File: src/lsi_pkg.sv
// ----------------------------------------------------------------------------
// lsi_pkg
// Shared widths, register codes, reset values, control word layout and the
// microprogram of the loiter setpoint integrator.
// ----------------------------------------------------------------------------
package lsi_pkg;

    // field widths
    localparam int STICK_W    = 16;
    localparam int EST_W      = 32;
    localparam int BAND_W     = 15;
    localparam int SPEED_W    = 21;
    localparam int TICK_W     = 17;
    localparam int SP_W       = 32;
    localparam int RATE_W     = 24;
    localparam int OPA_W      = 24;
    localparam int OPB_W      = 22;
    localparam int PROD_W     = OPA_W + OPB_W;
    localparam int SUM_W      = PROD_W + 1;
    localparam int LEASH_CW   = EST_W + 2;
    localparam int TX_W       = 19;
    localparam int TY_W       = 18;
    localparam int TZ_W       = 18;
    localparam int FF_W       = 32;

    localparam int STICK_FRAC    = 15;
    localparam int FRAC_BITS_DEF = 16;

    // throttle counts as low below -0.1
    localparam logic signed [STICK_W-1:0] THR_LOW = -16'sd3277;

    // stream widths
    localparam int IN_BITS      = 4 * STICK_W + 1 + 4 * EST_W;
    localparam int IN_TDATA_W   = ((IN_BITS + 7) / 8) * 8;
    localparam int OUT_BITS     = TX_W + TY_W + TZ_W + SP_W + 4 * FF_W;
    localparam int OUT_TDATA_W  = ((OUT_BITS + 7) / 8) * 8;

    // configuration port
    localparam int CFG_ADDR_W = 3;
    localparam int CFG_DATA_W = 21;

    localparam logic [CFG_ADDR_W-1:0] REG_DEAD_BAND   = 3'd0;
    localparam logic [CFG_ADDR_W-1:0] REG_MAX_XY      = 3'd1;
    localparam logic [CFG_ADDR_W-1:0] REG_MAX_Z       = 3'd2;
    localparam logic [CFG_ADDR_W-1:0] REG_MAX_TURN    = 3'd3;
    localparam logic [CFG_ADDR_W-1:0] REG_TICK_PERIOD = 3'd4;
    localparam logic [CFG_ADDR_W-1:0] REG_LEASH       = 3'd5;

    localparam logic [BAND_W-1:0]  RST_DEAD_BAND   = 15'd3277;
    localparam logic [SPEED_W-1:0] RST_MAX_XY      = 21'd65536;
    localparam logic [SPEED_W-1:0] RST_MAX_Z       = 21'd65536;
    localparam logic [SPEED_W-1:0] RST_MAX_TURN    = 21'd131072;
    localparam logic [TICK_W-1:0]  RST_TICK_PERIOD = 17'd328;
    localparam logic [SPEED_W-1:0] RST_LEASH       = 21'd32768;

    typedef struct packed {
        logic [BAND_W-1:0]  dead_band;
        logic [SPEED_W-1:0] max_xy_speed;
        logic [SPEED_W-1:0] max_z_speed;
        logic [SPEED_W-1:0] max_turn_rate;
        logic [TICK_W-1:0]  tick_period;
        logic [SPEED_W-1:0] leash_limit;
    } cfg_t;

    typedef struct packed {
        logic signed [STICK_W-1:0] roll_cmd;
        logic signed [STICK_W-1:0] pitch_cmd;
        logic signed [STICK_W-1:0] yaw_cmd;
        logic signed [STICK_W-1:0] throttle_stick;
        logic                      altitude_hold_mode;
        logic signed [EST_W-1:0]   est_x;
        logic signed [EST_W-1:0]   est_y;
        logic signed [EST_W-1:0]   est_z;
        logic signed [EST_W-1:0]   est_heading;
    } in_item_t;

    typedef struct packed {
        logic signed [TX_W-1:0] target_x;
        logic signed [TY_W-1:0] target_y;
        logic signed [TZ_W-1:0] target_z;
        logic signed [SP_W-1:0] target_heading;
        logic signed [FF_W-1:0] x_rate_ff;
        logic signed [FF_W-1:0] y_rate_ff;
        logic signed [FF_W-1:0] z_rate_ff;
        logic signed [FF_W-1:0] heading_rate_ff;
    } out_item_t;

    // microcode
    localparam int STEP_W = 4;

    typedef enum logic [1:0] {
        AX_X = 2'd0,
        AX_Y = 2'd1,
        AX_Z = 2'd2,
        AX_H = 2'd3
    } axis_t;

    typedef enum logic [1:0] {
        MUL_NONE  = 2'd0,
        MUL_STICK = 2'd1,
        MUL_TICK  = 2'd2
    } mul_op_t;

    typedef enum logic [1:0] {
        WB_NONE  = 2'd0,
        WB_RATE  = 2'd1,
        WB_SETPT = 2'd2
    } wb_op_t;

    typedef enum logic [1:0] {
        CND_NEVER    = 2'd0,
        CND_NO_INPUT = 2'd1,
        CND_OUT_BUSY = 2'd2
    } cond_t;

    typedef struct packed {
        mul_op_t           mul_op;
        axis_t             mul_axis;
        wb_op_t            wb_op;
        axis_t             wb_axis;
        logic              take_in;
        logic              emit;
        cond_t             cond;
        logic [STEP_W-1:0] jmp_addr;
        logic [STEP_W-1:0] next_addr;
    } ctrl_word_t;

    typedef struct packed {
        logic in_valid;
        logic out_busy;
    } seq_status_t;

    localparam logic [STEP_W-1:0] ST_WAIT = 4'd0;
    localparam logic [STEP_W-1:0] ST_EMIT = 4'd10;

    // at most one multiply per step; rate and setpoint writebacks overlap the next multiply
    function automatic ctrl_word_t ucode(input logic [STEP_W-1:0] addr);
        ctrl_word_t cw;
        cw = '{mul_op: MUL_NONE, mul_axis: AX_X, wb_op: WB_NONE, wb_axis: AX_X,
               take_in: 1'b0, emit: 1'b0, cond: CND_NEVER,
               jmp_addr: ST_WAIT, next_addr: ST_WAIT};
        case (addr)
            4'd0: begin
                cw.take_in = 1'b1; cw.cond = CND_NO_INPUT;
                cw.jmp_addr = 4'd0; cw.next_addr = 4'd1;
            end
            4'd1: begin
                cw.mul_op = MUL_STICK; cw.mul_axis = AX_X; cw.next_addr = 4'd2;
            end
            4'd2: begin
                cw.mul_op = MUL_STICK; cw.mul_axis = AX_Y;
                cw.wb_op = WB_RATE; cw.wb_axis = AX_X; cw.next_addr = 4'd3;
            end
            4'd3: begin
                cw.mul_op = MUL_TICK; cw.mul_axis = AX_X;
                cw.wb_op = WB_RATE; cw.wb_axis = AX_Y; cw.next_addr = 4'd4;
            end
            4'd4: begin
                cw.mul_op = MUL_STICK; cw.mul_axis = AX_Z;
                cw.wb_op = WB_SETPT; cw.wb_axis = AX_X; cw.next_addr = 4'd5;
            end
            4'd5: begin
                cw.mul_op = MUL_TICK; cw.mul_axis = AX_Y;
                cw.wb_op = WB_RATE; cw.wb_axis = AX_Z; cw.next_addr = 4'd6;
            end
            4'd6: begin
                cw.mul_op = MUL_STICK; cw.mul_axis = AX_H;
                cw.wb_op = WB_SETPT; cw.wb_axis = AX_Y; cw.next_addr = 4'd7;
            end
            4'd7: begin
                cw.mul_op = MUL_TICK; cw.mul_axis = AX_Z;
                cw.wb_op = WB_RATE; cw.wb_axis = AX_H; cw.next_addr = 4'd8;
            end
            4'd8: begin
                cw.mul_op = MUL_TICK; cw.mul_axis = AX_H;
                cw.wb_op = WB_SETPT; cw.wb_axis = AX_Z; cw.next_addr = 4'd9;
            end
            4'd9: begin
                cw.wb_op = WB_SETPT; cw.wb_axis = AX_H; cw.next_addr = ST_EMIT;
            end
            4'd10: begin
                cw.emit = 1'b1; cw.cond = CND_OUT_BUSY;
                cw.jmp_addr = ST_EMIT; cw.next_addr = ST_WAIT;
            end
            default: begin
                cw.next_addr = ST_WAIT;
            end
        endcase
        return cw;
    endfunction

endpackage

File: src/lsi_sequencer.sv
// ----------------------------------------------------------------------------
// lsi_sequencer
// Step counter over the microprogram ROM with conditional jumps.
// ----------------------------------------------------------------------------
module lsi_sequencer (
    input  logic                 aclk,
    input  logic                 aresetn,
    input  lsi_pkg::seq_status_t status,
    output lsi_pkg::ctrl_word_t  ctrl
);

    logic [lsi_pkg::STEP_W-1:0] step_reg;
    logic [lsi_pkg::STEP_W-1:0] step_next;
    logic                       take_jump;

    assign ctrl = lsi_pkg::ucode(step_reg);

    always_comb begin
        case (ctrl.cond)
            lsi_pkg::CND_NO_INPUT: take_jump = !status.in_valid;
            lsi_pkg::CND_OUT_BUSY: take_jump = status.out_busy;
            default:               take_jump = 1'b0;
        endcase
        step_next = take_jump ? ctrl.jmp_addr : ctrl.next_addr;
    end

    always_ff @(posedge aclk) begin
        if (!aresetn) begin
            step_reg <= lsi_pkg::ST_WAIT;
        end else begin
            step_reg <= step_next;
        end
    end

endmodule

File: src/lsi_datapath.sv
// ----------------------------------------------------------------------------
// lsi_datapath
// Input holding register, shared multiplier, rounding, leash check and setpoint
// integration (saturating on x, y, z, wrapping on heading), steered by the control word.
// ----------------------------------------------------------------------------
module lsi_datapath #(
    parameter int FRAC_BITS = lsi_pkg::FRAC_BITS_DEF
) (
    input  logic                aclk,
    input  logic                aresetn,
    input  lsi_pkg::cfg_t       cfg,
    input  logic                load_in,
    input  lsi_pkg::in_item_t   in_item,
    input  lsi_pkg::ctrl_word_t ctrl,
    output lsi_pkg::out_item_t  result
);

    localparam int PW = lsi_pkg::PROD_W;
    localparam int SW = lsi_pkg::SUM_W;
    localparam int LW = lsi_pkg::LEASH_CW;

    localparam logic signed [PW-1:0] HALF_STICK = PW'(1) << (lsi_pkg::STICK_FRAC - 1);
    localparam logic signed [PW-1:0] HALF_FRAC  = PW'(1) << (FRAC_BITS - 1);
    localparam logic signed [SW-1:0] ONE        = SW'(1) << FRAC_BITS;
    localparam logic signed [SW-1:0] TWO        = SW'(2) << FRAC_BITS;

    lsi_pkg::in_item_t in_reg;

    logic signed [PW-1:0]                 prod_reg;
    logic signed [lsi_pkg::RATE_W-1:0]    rate_reg [4];
    logic signed [lsi_pkg::SP_W-1:0]      sp_reg   [4];

    // stick conditioning
    logic signed [16:0] pitch_s, pitch_abs, pitch_db;
    logic signed [16:0] roll_s, roll_abs, roll_db;
    logic signed [16:0] band_s;
    logic signed [17:0] full_raw, full_sat, full_abs, full_db, band2_s;
    logic               heading_hold;

    // shared multiplier operands
    logic signed [lsi_pkg::OPA_W-1:0] opa;
    logic signed [lsi_pkg::OPB_W-1:0] opb;
    logic signed [PW-1:0]             mul_res;

    // writeback
    logic signed [PW-1:0]              sum_stick, sum_frac, r15_full, delta;
    logic signed [lsi_pkg::RATE_W-1:0] rate_new, rate_wb;
    logic signed [lsi_pkg::SP_W-1:0]   sp_sel;
    logic signed [lsi_pkg::EST_W-1:0]  est_sel;
    logic signed [LW-1:0]              sp_wide, lead_hi, lead_lo, lim_wide;
    logic signed [SW-1:0]              sp_sum, box_lo, box_hi, sp_clamped;
    logic signed [lsi_pkg::SP_W-1:0]   sp_wb;

    always_comb begin
        band_s    = $signed({2'b00, cfg.dead_band});
        band2_s   = $signed({2'b00, cfg.dead_band, 1'b0});

        pitch_s   = {in_reg.pitch_cmd[15], in_reg.pitch_cmd};
        pitch_abs = (pitch_s < 0) ? -pitch_s : pitch_s;
        pitch_db  = (pitch_abs < band_s) ? '0 : pitch_s;

        roll_s    = {in_reg.roll_cmd[15], in_reg.roll_cmd};
        roll_abs  = (roll_s < 0) ? -roll_s : roll_s;
        roll_db   = (roll_abs < band_s) ? '0 : roll_s;

        // 2*t - 1 saturated to plus or minus one in Q3.15
        full_raw = ($signed({{2{in_reg.throttle_stick[15]}}, in_reg.throttle_stick}) <<< 1)
                   - 18'sd32768;
        if (full_raw < -18'sd32768) begin
            full_sat = -18'sd32768;
        end else if (full_raw > 18'sd32768) begin
            full_sat = 18'sd32768;
        end else begin
            full_sat = full_raw;
        end
        full_abs = (full_sat < 0) ? -full_sat : full_sat;
        full_db  = (full_abs < band2_s) ? '0 : full_sat;

        heading_hold = (in_reg.throttle_stick < lsi_pkg::THR_LOW)
                       && !in_reg.altitude_hold_mode;
    end

    always_comb begin
        opa = '0;
        opb = '0;
        case (ctrl.mul_op)
            lsi_pkg::MUL_STICK: begin
                case (ctrl.mul_axis)
                    lsi_pkg::AX_X: begin
                        opa = -lsi_pkg::OPA_W'(pitch_db);
                        opb = $signed(lsi_pkg::OPB_W'(cfg.max_xy_speed));
                    end
                    lsi_pkg::AX_Y: begin
                        opa = lsi_pkg::OPA_W'(roll_db);
                        opb = $signed(lsi_pkg::OPB_W'(cfg.max_xy_speed));
                    end
                    lsi_pkg::AX_Z: begin
                        opa = -lsi_pkg::OPA_W'(full_db);
                        opb = $signed(lsi_pkg::OPB_W'(cfg.max_z_speed));
                    end
                    default: begin
                        opa = lsi_pkg::OPA_W'(in_reg.yaw_cmd);
                        opb = $signed(lsi_pkg::OPB_W'(cfg.max_turn_rate));
                    end
                endcase
            end
            lsi_pkg::MUL_TICK: begin
                opa = rate_reg[ctrl.mul_axis];
                opb = $signed(lsi_pkg::OPB_W'(cfg.tick_period));
            end
            default: begin
                opa = '0;
                opb = '0;
            end
        endcase
        mul_res = opa * opb;
    end

    always_comb begin
        // round half up, then floor shift
        sum_stick = prod_reg + HALF_STICK;
        r15_full  = sum_stick >>> lsi_pkg::STICK_FRAC;
        rate_new  = r15_full[lsi_pkg::RATE_W-1:0];
        sum_frac  = prod_reg + HALF_FRAC;
        delta     = sum_frac >>> FRAC_BITS;

        sp_sel = sp_reg[ctrl.wb_axis];
        case (ctrl.wb_axis)
            lsi_pkg::AX_X: est_sel = in_reg.est_x;
            lsi_pkg::AX_Y: est_sel = in_reg.est_y;
            lsi_pkg::AX_Z: est_sel = in_reg.est_z;
            default:       est_sel = in_reg.est_heading;
        endcase

        // leash on x, y and z: no rate that pushes the setpoint further past estimate +- limit
        lim_wide = $signed(LW'(cfg.leash_limit));
        sp_wide  = LW'(sp_sel);
        lead_hi  = LW'(est_sel) + lim_wide;
        lead_lo  = LW'(est_sel) - lim_wide;
        rate_wb  = rate_new;
        if (ctrl.wb_axis == lsi_pkg::AX_H) begin
            if (heading_hold) begin
                rate_wb = '0;
            end
        end else if (sp_wide > lead_hi) begin
            if (rate_new > 0) begin
                rate_wb = '0;
            end
        end else if (sp_wide < lead_lo) begin
            if (rate_new < 0) begin
                rate_wb = '0;
            end
        end

        case (ctrl.wb_axis)
            lsi_pkg::AX_X: begin box_lo = -TWO; box_hi = TWO; end
            lsi_pkg::AX_Y: begin box_lo = -ONE; box_hi = ONE; end
            default:       begin box_lo = -TWO; box_hi = '0;  end
        endcase
        sp_sum = SW'(sp_sel) + SW'(delta);
        if (sp_sum < box_lo) begin
            sp_clamped = box_lo;
        end else if (sp_sum > box_hi) begin
            sp_clamped = box_hi;
        end else begin
            sp_clamped = sp_sum;
        end

        if (ctrl.wb_axis == lsi_pkg::AX_H) begin
            sp_wb = heading_hold ? in_reg.est_heading
                                 : sp_sel + delta[lsi_pkg::SP_W-1:0];
        end else begin
            sp_wb = sp_clamped[lsi_pkg::SP_W-1:0];
        end
    end

    always_ff @(posedge aclk) begin
        if (load_in) begin
            in_reg <= in_item;
        end
        if (ctrl.mul_op != lsi_pkg::MUL_NONE) begin
            prod_reg <= mul_res;
        end
        if (ctrl.wb_op == lsi_pkg::WB_RATE) begin
            rate_reg[ctrl.wb_axis] <= rate_wb;
        end
    end

    always_ff @(posedge aclk) begin
        if (!aresetn) begin
            for (int i = 0; i < 4; i++) begin
                sp_reg[i] <= '0;
            end
        end else if (ctrl.wb_op == lsi_pkg::WB_SETPT) begin
            sp_reg[ctrl.wb_axis] <= sp_wb;
        end
    end

    always_comb begin
        result.target_x        = sp_reg[lsi_pkg::AX_X][lsi_pkg::TX_W-1:0];
        result.target_y        = sp_reg[lsi_pkg::AX_Y][lsi_pkg::TY_W-1:0];
        result.target_z        = sp_reg[lsi_pkg::AX_Z][lsi_pkg::TZ_W-1:0];
        result.target_heading  = sp_reg[lsi_pkg::AX_H];
        result.x_rate_ff       = lsi_pkg::FF_W'(rate_reg[lsi_pkg::AX_X]);
        result.y_rate_ff       = lsi_pkg::FF_W'(rate_reg[lsi_pkg::AX_Y]);
        result.z_rate_ff       = lsi_pkg::FF_W'(rate_reg[lsi_pkg::AX_Z]);
        result.heading_rate_ff = lsi_pkg::FF_W'(rate_reg[lsi_pkg::AX_H]);
    end

endmodule

File: src/loiter_setpoint_integrator_core.sv
// ----------------------------------------------------------------------------
// loiter_setpoint_integrator_core
// Stick-rate setpoint integrator with leash for loiter flight.
//
//   channel  dir  handshake              content
//   s_       in   s_tvalid / s_tready    sticks, mode flag, estimates
//   m_       out  m_tvalid / m_tready    setpoints and rate feed-forwards
//   cfg_     in   cfg_valid / cfg_ready  register index and write data
//
// A word is taken in the wait step; its result loads the output register in
// the emit step, after nine steps in which eight multiplies share one 24x22
// multiplier, and the next word can be taken only in the wait step after it.
// Reset is synchronous on aresetn; setpoints clear and registers take defaults.
// A stalled result sits in the output register; the sequencer holds in its
// emit step only if that register is still full when the next result is ready.
// ----------------------------------------------------------------------------
module loiter_setpoint_integrator_core #(
    parameter int FRAC_BITS = lsi_pkg::FRAC_BITS_DEF
) (
    input  logic                               aclk,
    input  logic                               aresetn,
    // roll, pitch, yaw, throttle sticks, altitude_hold_mode,
    // est_x, est_y, est_z, est_heading (lowest bit first)
    input  logic [lsi_pkg::IN_TDATA_W-1:0]     s_tdata,
    input  logic                               s_tvalid,
    output logic                               s_tready,
    // target_x, target_y, target_z, target_heading, x_rate_ff, y_rate_ff,
    // z_rate_ff, heading_rate_ff (lowest bit first)
    output logic [lsi_pkg::OUT_TDATA_W-1:0]    m_tdata,
    output logic                               m_tvalid,
    input  logic                               m_tready,
    input  logic                               cfg_valid,
    output logic                               cfg_ready,
    input  logic [lsi_pkg::CFG_ADDR_W-1:0]     cfg_addr,
    input  logic [lsi_pkg::CFG_DATA_W-1:0]     cfg_data
);

    lsi_pkg::cfg_t        cfg_reg;
    lsi_pkg::ctrl_word_t  ctrl;
    lsi_pkg::seq_status_t status;
    lsi_pkg::in_item_t    in_item;
    lsi_pkg::out_item_t   result;

    logic                            m_tvalid_reg, m_tvalid_next;
    logic [lsi_pkg::OUT_TDATA_W-1:0] m_tdata_reg;
    logic                            in_fire, out_busy, out_load;

    assign cfg_ready = 1'b1;

    always_ff @(posedge aclk) begin
        if (!aresetn) begin
            cfg_reg.dead_band     <= lsi_pkg::RST_DEAD_BAND;
            cfg_reg.max_xy_speed  <= lsi_pkg::RST_MAX_XY;
            cfg_reg.max_z_speed   <= lsi_pkg::RST_MAX_Z;
            cfg_reg.max_turn_rate <= lsi_pkg::RST_MAX_TURN;
            cfg_reg.tick_period   <= lsi_pkg::RST_TICK_PERIOD;
            cfg_reg.leash_limit   <= lsi_pkg::RST_LEASH;
        end else if (cfg_valid) begin
            case (cfg_addr)
                lsi_pkg::REG_DEAD_BAND:   cfg_reg.dead_band     <= cfg_data[lsi_pkg::BAND_W-1:0];
                lsi_pkg::REG_MAX_XY:      cfg_reg.max_xy_speed  <= cfg_data;
                lsi_pkg::REG_MAX_Z:       cfg_reg.max_z_speed   <= cfg_data;
                lsi_pkg::REG_MAX_TURN:    cfg_reg.max_turn_rate <= cfg_data;
                lsi_pkg::REG_TICK_PERIOD: cfg_reg.tick_period   <= cfg_data[lsi_pkg::TICK_W-1:0];
                lsi_pkg::REG_LEASH:       cfg_reg.leash_limit   <= cfg_data;
                default: ;
            endcase
        end
    end

    always_comb begin
        in_item.roll_cmd           = s_tdata[15:0];
        in_item.pitch_cmd          = s_tdata[31:16];
        in_item.yaw_cmd            = s_tdata[47:32];
        in_item.throttle_stick     = s_tdata[63:48];
        in_item.altitude_hold_mode = s_tdata[64];
        in_item.est_x              = s_tdata[96:65];
        in_item.est_y              = s_tdata[128:97];
        in_item.est_z              = s_tdata[160:129];
        in_item.est_heading        = s_tdata[192:161];
    end

    assign s_tready        = ctrl.take_in;
    assign in_fire         = s_tvalid && ctrl.take_in;
    assign out_busy        = m_tvalid_reg && !m_tready;
    assign out_load        = ctrl.emit && !out_busy;
    assign status.in_valid = s_tvalid;
    assign status.out_busy = out_busy;

    lsi_sequencer u_seq (
        .aclk    (aclk),
        .aresetn (aresetn),
        .status  (status),
        .ctrl    (ctrl)
    );

    lsi_datapath #(
        .FRAC_BITS (FRAC_BITS)
    ) u_dp (
        .aclk    (aclk),
        .aresetn (aresetn),
        .cfg     (cfg_reg),
        .load_in (in_fire),
        .in_item (in_item),
        .ctrl    (ctrl),
        .result  (result)
    );

    always_comb begin
        if (out_load) begin
            m_tvalid_next = 1'b1;
        end else if (m_tready) begin
            m_tvalid_next = 1'b0;
        end else begin
            m_tvalid_next = m_tvalid_reg;
        end
    end

    always_ff @(posedge aclk) begin
        if (!aresetn) begin
            m_tvalid_reg <= 1'b0;
        end else begin
            m_tvalid_reg <= m_tvalid_next;
        end
    end

    always_ff @(posedge aclk) begin
        if (out_load) begin
            m_tdata_reg <= {1'b0, result.heading_rate_ff, result.z_rate_ff, result.y_rate_ff,
                            result.x_rate_ff, result.target_heading, result.target_z,
                            result.target_y, result.target_x};
        end
    end

    assign m_tvalid = m_tvalid_reg;
    assign m_tdata  = m_tdata_reg;

endmodule

File: config.mk
export PLATFORM = sky130hd
export DESIGN_NAME = loiter_setpoint_integrator_core
export DESIGN_NICKNAME = d
export VERILOG_FILES = /design/src/lsi_pkg.sv /design/src/lsi_sequencer.sv /design/src/lsi_datapath.sv /design/src/loiter_setpoint_integrator_core.sv
export SDC_FILE = /design/constraint.sdc
export NUM_CORES = 2
export LEC_CHECK = 0
export BUFFER_PORTS_ARGS = -buffer_cell sky130_fd_sc_hd__buf_2
export CAP_MARGIN = 20
export CELL_PAD_IN_SITES_DETAIL_PLACEMENT = 2
export CELL_PAD_IN_SITES_GLOBAL_PLACEMENT = 2
export CORE_UTILIZATION = 44
export CTS_BUF_LIST = sky130_fd_sc_hd__clkbuf_4
export DETAILED_ROUTE_END_ITERATION = 10
export PLACE_DENSITY = 0.94
export SETUP_SLACK_MARGIN = 0.05
export SKIP_CTS_REPAIR_TIMING = 1
export SYNTH_ARGS = -nofsm -noshare
export SYNTH_HDL_FRONTEND = slang
export SYNTH_SLANG_ARGS = --single-unit
File: constraint.sdc
create_clock -name aclk -period 26.1 [get_ports aclk]
set_input_delay 3.915 -clock aclk [delete_from_list [all_inputs] [get_ports aclk]]
set_output_delay 3.915 -clock aclk [all_outputs]
set_load 0.05 [all_outputs]
==> flow_metrics.tcl, run 1 <==
set metrics [dict create \
    status "aborted with a tool error" \
    haltStage "global routing (5_1_grt)" \
    tool.error "[ERROR GRT-0232] Routing congestion too high. Check the congestion heatmap in the GUI." \
    synth_warnings 0 \
    die_x_um 363.0 \
    postSynthAreaPerCell_um2 9.822 \
    dp.final_hpwl_um 207800 \
    gp_congestion 0.9597 \
    gr-total-overflow 23 \
    ys_seq_area_frac 0.3732 \
    synth_area_leaders "edfxtp_1 (33%), fa_1 (18%), ha_1 (7.0%)" \
    fp.dieH_um 363.0 \
    synthCells 5838 \
    start_util 0.4434 \
    grt_antenna_before_repair 62 \
    ys_ff_latch 753 \
    grt_usage 0.7723 \
    clockBufferDepth 3 \
    numCtsBuffers 209 \
    grt_max_degree 109 \
    syn_area_um2 57340 \
    synth_cell_types 96 \
    numPortBuffers 438 \
    syn_nets 6895 \
    htreeDepth 4 \
    synth_edf_count 632 \
    synth_most_common_cell "nand2_1" \
    synthFlopType "edfxtp_1" \
    synthArstFlopShare 0 \
    synthTopCellsByCount "nand2_1 (987), inv_1 (707), edfxtp_1 (632), fa_1 (508), nor2_1 (363)" \
    synth_area_leader_cell "edfxtp_1" \
    synthDominantCellAreaShare 0.3310 \
    rows 132 \
    cts.sinks 753 \
    ctsRootBufferMaster "clkbuf_4" \
    io_pins 448 \
]
==> cells by family after synthesis <==
logic type,after synthesis,share of synthesized area
and+or+nand+nor,2035,0.1628
buffers and inverters,1013,0.06899
AOI/OAI and AO/OA,896,0.09788
adders and majority gates,831,0.2477
DFF,753,0.3732
xor gates and xnor gates,218,0.03330
muxes,90,0.01604
other,2,0.0001310
==> stage by stage <==
step	instance area, µm²	setup WS (ns)	hold WS, ns	instances
after floorplan	57340	13.80	0.4175	5838
after detailed placement	61320	10.63	0.4363	7801
after CTS	64050	9.460	0.4030	8171
after global placement	61310	11.82	0.4279	7800
==> per-layer routing <==
layer / track usage / GRT overflow
met5: 0.4724 / 0
met4: 0.7899 / 14
met3: 0.6698 / 0
met2: 0.8978 / 9
met1: 0.7513 / 0
==> run 2, diff against run 1 <==
--- a/config.mk
+++ b/config.mk
@@ -7,13 +7,9 @@
 export LEC_CHECK = 0
 export BUFFER_PORTS_ARGS = -buffer_cell sky130_fd_sc_hd__buf_2
 export CAP_MARGIN = 20
-export CELL_PAD_IN_SITES_DETAIL_PLACEMENT = 2
-export CELL_PAD_IN_SITES_GLOBAL_PLACEMENT = 2
-export CORE_UTILIZATION = 44
-export CTS_BUF_LIST = sky130_fd_sc_hd__clkbuf_4
+export CORE_UTILIZATION = 40
 export DETAILED_ROUTE_END_ITERATION = 10
-export PLACE_DENSITY = 0.94
-export SETUP_SLACK_MARGIN = 0.05
+export PLACE_DENSITY_LB_ADDON = 0.15
 export SKIP_CTS_REPAIR_TIMING = 1
 export SYNTH_ARGS = -nofsm -noshare
 export SYNTH_HDL_FRONTEND = slang
==> run 2 against run 1 <==
  * The flow now finishes without violations
  * Synthesized cell count did not move
  * Synthesized area did not move
==> flow_metrics.tcl, run 2 <==
set metrics [dict create \
    totalWireLength_um 186600 \
    ff_latch_area_um2 21400 \
    synthTopCellsByCount "nand2_1 (987), inv_1 (707), edfxtp_1 (632), fa_1 (508), nor2_1 (363)" \
    startpoint "u_dp.in_reg[164]$_DFFE_PP_" \
    rows 138 \
    syn_nets 6895 \
    required_ns 26.54 \
    endpoint "u_dp.prod_reg[45]$_DFFE_PP_" \
    hold_ws_ns 0.4433 \
    numCtsBuffers 83 \
    finalHoldViolCount 0 \
    synth_most_common_cell "nand2_1" \
    p_leak_uw 0.02809 \
    io_pins 448 \
    crit_arrival_ns 14.90 \
    core_area_um2 141900 \
    grt_usage 0.2543 \
    whs_path_depth 0 \
    synth_xor_area_frac 0.03330 \
    largest_register_ffs 193 \
    syn2layout_area_growth_pct 12.12 \
    drcViolationCount 0 \
    synth_area_leader_cell "edfxtp_1" \
    layout_commonest_cell "nand2_1" \
    finalPower_uw 3728 \
    slew_viol_final 0 \
    clkLatencyLatePin_ns 0.72 \
    power.density_nw_per_um2 57.98 \
    maxSlewHeadroom 0.1930 \
    via_count 43536 \
    fin_skew_ns 0.04188 \
    reg2regPathDepth 45 \
    timing.rr.start "u_dp.in_reg[164]$_DFFE_PP_" \
    ys_seq_area_frac 0.3732 \
    cp_slowest_stage_delay_ns 0.85 \
    synthCells 5838 \
    setup_viol 0 \
    avgRoutedWirePerCell_um 23.03 \
    multi_input_area_um2 32220 \
    grt_max_degree 71 \
    gr-total-overflow 0 \
    synthFlopType "edfxtp_1" \
    status "finished, final reports clean" \
    final_cell_mix "nand2_1 (987), inv_1 (707), edfxtp_1 (632)" \
    postSynthAreaPerCell_um2 9.822 \
    path_clk_slew_ns 0.06 \
    die_x_um 380.6 \
    start_kind "flip-flop" \
    yosys.area_share.simple 0.1628 \
    syn_area_um2 57340 \
    start_util 0.4040 \
    dp.final_hpwl_um 144800 \
    synthDominantCellAreaShare 0.3310 \
    fillers 13730 \
    vias_per_cell 5.372 \
    nets 7204 \
    peakVddDrop_mv 0.05404 \
    die-area_um2 144900 \
    cp_max_fo 16 \
    muxShareOfSynthArea 0.01604 \
    ys_ff_latch 753 \
    min-delay-path-class "reg2reg" \
    criticalPathCategory "reg2reg" \
    synthArstFlopShare 0 \
    min_period_ns 14.46 \
    firstDrtPassIters 5 \
    worstSetupEndpointType "flip-flop" \
    grt_antenna_before_repair 16 \
    fin_tns_setup_ns 0 \
    rrSetupSlack_ns 11.64 \
    max_freq_mhz 69.15 \
    cts_tree "done" \
    postRouteAntennaNets 0 \
    worst_path_max_delay_cell "and2_1" \
    worst_path_most_repeated_cell "fa_1" \
    synth_fa_ha_area_frac 0.2477 \
    ctsRootBufferMaster "clkbuf_16" \
    dp_slack_ns 11.69 \
    fp.dieH_um 380.6 \
    clockBufferDepth 3 \
    final_layout_size_suffix_gt1_frac 0.1187 \
    synth-compound-area-share 0.09788 \
    synth_top_family_by_area "adder cells" \
    grt_pass1_wl_um 275400 \
    synth_area_leaders "edfxtp_1 (33%), fa_1 (18%), ha_1 (7.0%)" \
    initialDrtViolationCount 3706 \
    min_period_over_period 0.5541 \
    setup_ws_ns 11.64 \
    synth_warnings 0 \
    synth_cell_types 96 \
    r2r-end "u_dp.prod_reg[45]$_DFFE_PP_" \
    htreeDepth 3 \
    grt_pass1_vias 42618 \
    finalNonFillerCells 8104 \
    numPortBuffers 438 \
    gp_congestion 0.9380 \
    maxCapViolations 0 \
    cts.sinks 753 \
    tightestPinTransition_ns 1.210 \
    rsz0062_at_grt "no" \
    numPlacedInstances 7949 \
    synth_edf_count 632 \
]
==> run 2: cell counts after synthesis <==
Identical to the previous run, type by type.
==> run 2: routing by layer <==
metal,vias up,share of wire,global-route usage
li1,20118,-,-
met1,21735,0.44,0.3609
met2,1459,0.45,0.3988
met3,218,0.073,0.04542
met4,6,0.027,0.06894
met5,-,0.00019,0
==> run 2: area by class of cell <==
cell class / count / share of cell area
antenna: 5 / 0.0001946
clock buffer: 98 / 0.03318
clock inverter: 49 / 0.009205
inverter: 708 / 0.04136
multi-input combinational: 4072 / 0.5012
sequential: 753 / 0.3329
tap: 1890 / 0.03678
timing repair buffer: 529 / 0.04523
==> run 2: how the worst min path moves through the flow <==
stage | startpoint | to | slack [ns]
detailed placement | u_dp.rate_reg[3][17]$_DFFE_PP_ | m_tdata[200]$_DFFE_PP_ | 0.43
floorplan | u_dp.rate_reg[2][1]$_DFFE_PP_ | m_tdata[152]$_DFFE_PP_ | 0.42
finish | u_dp.rate_reg[3][17]$_DFFE_PP_ | m_tdata[200]$_DFFE_PP_ | 0.44
CTS | u_dp.rate_reg[0][11]$_DFFE_PP_ | m_tdata[98]$_DFFE_PP_ | 0.45
global placement | u_dp.rate_reg[3][19]$_DFFE_PP_ | m_tdata[202]$_DFFE_PP_ | 0.43
global route | u_dp.sp_reg[3][10]$_DFFE_PP_ | m_tdata[65]$_DFFE_PP_ | 0.45
==> run 2: power breakdown <==
group / switching (µW) / internal [µW]
clock: 506 / 680
combinational: 732 / 330
sequential: 78.2 / 1400
total: 1320 / 2410
==> run 2: through the flow <==
stage	cell area, µm²	util
after global placement	61500	0.4333
final	64290	0.4530
after global routing	64280	0.4529
after CTS	64220	0.4525
after detailed placement	61500	0.4333
after floorplan	57340	-
==> run 2: critical path, delay by kind of cell (launching register included) <==
family	cells	cell delay, ns
buf+inv	5	0.29
compound gates	19	4.94
xor+xnor	2	0.40
flops	1	0.50
fa+ha+maj	10	4.69
simple gates	9	3.34
==> run 2: kinds of logic after synthesis <==
logic type	Yosys count
multiplexers	90
flip-flops	753
other	2
adder cells (fa/ha/maj)	831
buffers and inverters	1013
AO/OA/AOI/OAI	896
XOR/XNOR	218
AND/OR/NAND/NOR	2035
No activity file was read; power rests on OpenSTA's default activity.
